### config.mk
export PLATFORM = sky130hd
export DESIGN_NAME = ffa_ram
export DESIGN_NICKNAME = d
export VERILOG_FILES = /design/src/hw/rtl/ffa_ram.sv
export SDC_FILE = /design/constraint.sdc
export NUM_CORES = 1
export LEC_CHECK = 0
export BUFFER_PORTS_ARGS = -buffer_cell sky130_fd_sc_hd__buf_2
export CORE_MARGIN = 10
export CORE_UTILIZATION = 54
export CTS_CLUSTER_DIAMETER = 120
export DETAILED_ROUTE_END_ITERATION = 16
export GPL_TIMING_DRIVEN = 0
export HOLD_SLACK_MARGIN = 0.12
export PLACE_DENSITY = 0.74
export SLEW_MARGIN = 10
export SYNTH_ARGS = -nofsm -noshare
export SYNTH_HDL_FRONTEND = slang
export SYNTH_SLANG_ARGS = --single-unit
### constraint.sdc
create_clock -name clk -period 2.1 [get_ports clk]
set_input_delay 0.63 -clock clk [delete_from_list [all_inputs] [get_ports clk]]
set_output_delay 0.63 -clock clk [all_outputs]
set_load 0.02 [all_outputs]
### src/hw/rtl/ffa_ram.sv
// Generic single-write, single-read RAM with registered read data.
module ffa_ram #(
	parameter int WIDTH = 8,
	parameter int DEPTH = 16
) (
	input  logic                                  clk,
	input  logic                                  we,
	input  logic [(DEPTH > 1 ? $clog2(DEPTH) : 1)-1:0] waddr,
	input  logic [WIDTH-1:0]                      wdata,
	input  logic [(DEPTH > 1 ? $clog2(DEPTH) : 1)-1:0] raddr,
	output logic [WIDTH-1:0]                      rdata
);
	logic [WIDTH-1:0] mem_q [DEPTH];

	always_ff @(posedge clk) begin
		if (we) begin
			mem_q[waddr] <= wdata;
		end
		rdata <= mem_q[raddr];
	end
endmodule

==> summary.txt <==
H-tree depth - 4
IO Count - 26
CTS tree - yes
Initial Util - 0.557
Final Hold Fails - 0
Hold Path Class - in2reg
Area of the core - 9240 um^2
TritonRoute pass-1 iters - 5
Slew margin rel. - 0.226
Adder-cell share of the synthesized area - 0
Area Growth Syn to Fin - 16.1%
Worst skew pair latency - 0.51 ns
Mapped Area - 5150 um^2
Sequential-to-total area share from yosys stat - 0.778
Post-Synthesis Cells - 229
Clock slew at reported path FFs - 0.06 ns
Final WL - 9620 um
First-pass GRT wire length - 15,000 um
Vias per cell - 5.70
Number of port buffers - 24
Setup Skew - 0.00580 ns
Global Route Usage Sum - 0.148
Synth Area in Simple Gates - 0.0318
Worst hold slack - 0.505 ns
Final Net Count - 290
Critical path cell sequence - buf_2 > or3b_2 > nor2_1
Slew of the pin with the lowest slew margin - 1.15 ns
Register bit total from synthesis - 136
Crit path time final - 1.81 ns
R2R Setup Slk - 0.73 ns
Wire per inst - 23.2 um
CP max stage cell - nor2_1
Finished Core Util - 0.647
Die area - 13,800 um^2
Final Power - 6020 uW
Leakage power - 0.00200 uW
Gr ovfl total - 0
Setup crit end kind - flip-flop
Sequential cell area - 4000 um^2
Status - completed
Detail Route Antenna Nets - 0
Power Dens Cells - 1010 nW/um^2
Avg Inst Size Synth - 22.5 um^2
DRT iter0 DRCs - 188
Die width - 118 um
Routability cong. - 0.766
Max FO, Critical Path - 8
Max Cap Viol - 0
Dpl cell area - 5430 um^2
Mapped Nets - 247
Yosys cell types - 19
Cts repair resizes - 0
Layout cells sized above 1 - 0.277
N_diodes - 0
Max Fclk - 0.552 GHz
RSZ-0062 raised after global routing - no
Commonest non-fill, non-tap cell in the layout - edfxtp_1
Largest family of logic cells by synthesized area - multiplexers
Critical path type - in2reg
Slew Viols, Final - 0
Area of the multi-input gates - 1070 um^2
CTS root buffer - clkbuf_8
Synth Area in Compound Gates - 0.0233
Synth warnings - 0
Most frequent cells in the layout - edfxtp_1 (128), buf_2 (27), mux4_2 (18)
Cts bufs inserted - 17
# DRC - 0
Postcts setup bufs - 0
Critical path's largest stage delay - 0.66 ns
Cell row count - 35
Max VDD drop - 0.520 mV
Worst Path Required - 2.24 ns
CP Data Arrival Time - 1.95 ns
Hold Buf Count CTS - 0
Num Clock Sinks - 136
Routed vias - 2,358
Vias in the first global route - 2,551
Post-synthesis mux area share - 0.150
Post-route setup TNS - 0 ns
Largest net degree at the start of global routing - 17
Final worst path period share - 0.863
Critical Path Start Type - primary input
# setup viols final - 0
Fill count - 615
Post-route cell area - 5970 um^2
Height of the die - 118 um
Initial antenna violation count - 0
Maximum clock path buffer count - 2
Post-Synth XOR/XNOR Area - 0
Detailed Place HPWL - 6020 um
routing by layer:
layer | wire [um] | global-route usage | vias up | share of wire
li1 | - | - | 1061 | -
met1 | 4120 | 0.195 | 1192 | 0.43
met2 | 4600 | 0.220 | 95 | 0.48
met3 | 771 | 0.0451 | 10 | 0.080
met4 | 129 | 0.0719 | 0 | 0.013
met5 | 0 | 0 | - | 0
area by class of cell:
cell class	instances	area share
timing repair buffer	24	0.0201
multi-input combinational	83	0.179
clock inverter	11	0.0178
sequential	136	0.670
buffer	10	0.0145
tap	129	0.0270
clock buffer	21	0.0718
state kept, by name, indices dropped and copies added, names as in the netlist:
register / cells
mem_q: 128
rdata: 8
cells by family (layout without fill, tap and decap cells):
group                  Yosys count  count (layout)
AO/OA/AOI/OAI                   16              16
flip-flops                     136             136
buffers and inverters           10              66
AND/OR/NAND/NOR                 35              35
multiplexers                    32              32
worst max-delay path, delay by kind of cell:
kind                   cells  cell delay [ns]
AND/OR/NAND/NOR            2             1.20
buffers and inverters      1             0.11
final timing paths:
path                startpoint           to  cells after the start
setup / recovery      waddr[2]  mem_q[2][1]                      3
hold / removal        wdata[6]  mem_q[7][6]                      1
setup reg to reg   mem_q[7][7]     rdata[7]                      3
hold reg to reg   mem_q[11][1]     rdata[1]                      3
through the flow:
step	instances	setup slack, ns
after floorplan	229	0.204
after global placement	382	-0.306
after detailed placement	382	-0.254
after CTS	414	0.298
after global routing	414	0.202
final	414	0.288
synthesized netlist by cell type:
library cell	number	area, um^2
nand2b_1	2	12.5
buf_2	3	15.0
or3b_2	1	8.76
nand2_1	9	33.8
nand3b_1	2	15.0
nor2_1	13	48.8
nor3_1	4	20.0
clkdlybuf4s25_2	3	30.0
and2_1	1	6.26
and2b_1	1	7.51
dfxtp_1	8	160
a22oi_1	16	120
edfxtp_1	128	3840
buf_4	1	7.51
nand3_1	1	5.00
mux4_1	14	368
mux4_2	18	405
buf_6	3	33.8
nor2b_1	1	6.26
report_power, final:
part | total [uW] | switching [uW] | internal (uW)
sequential | 3050 | 14.1 | 3040
combinational | 306 | 185 | 121
clock | 2670 | 1000 | 1660
total | 6020 | 1200 | 4820
Power figures use the tool's default switching activity.
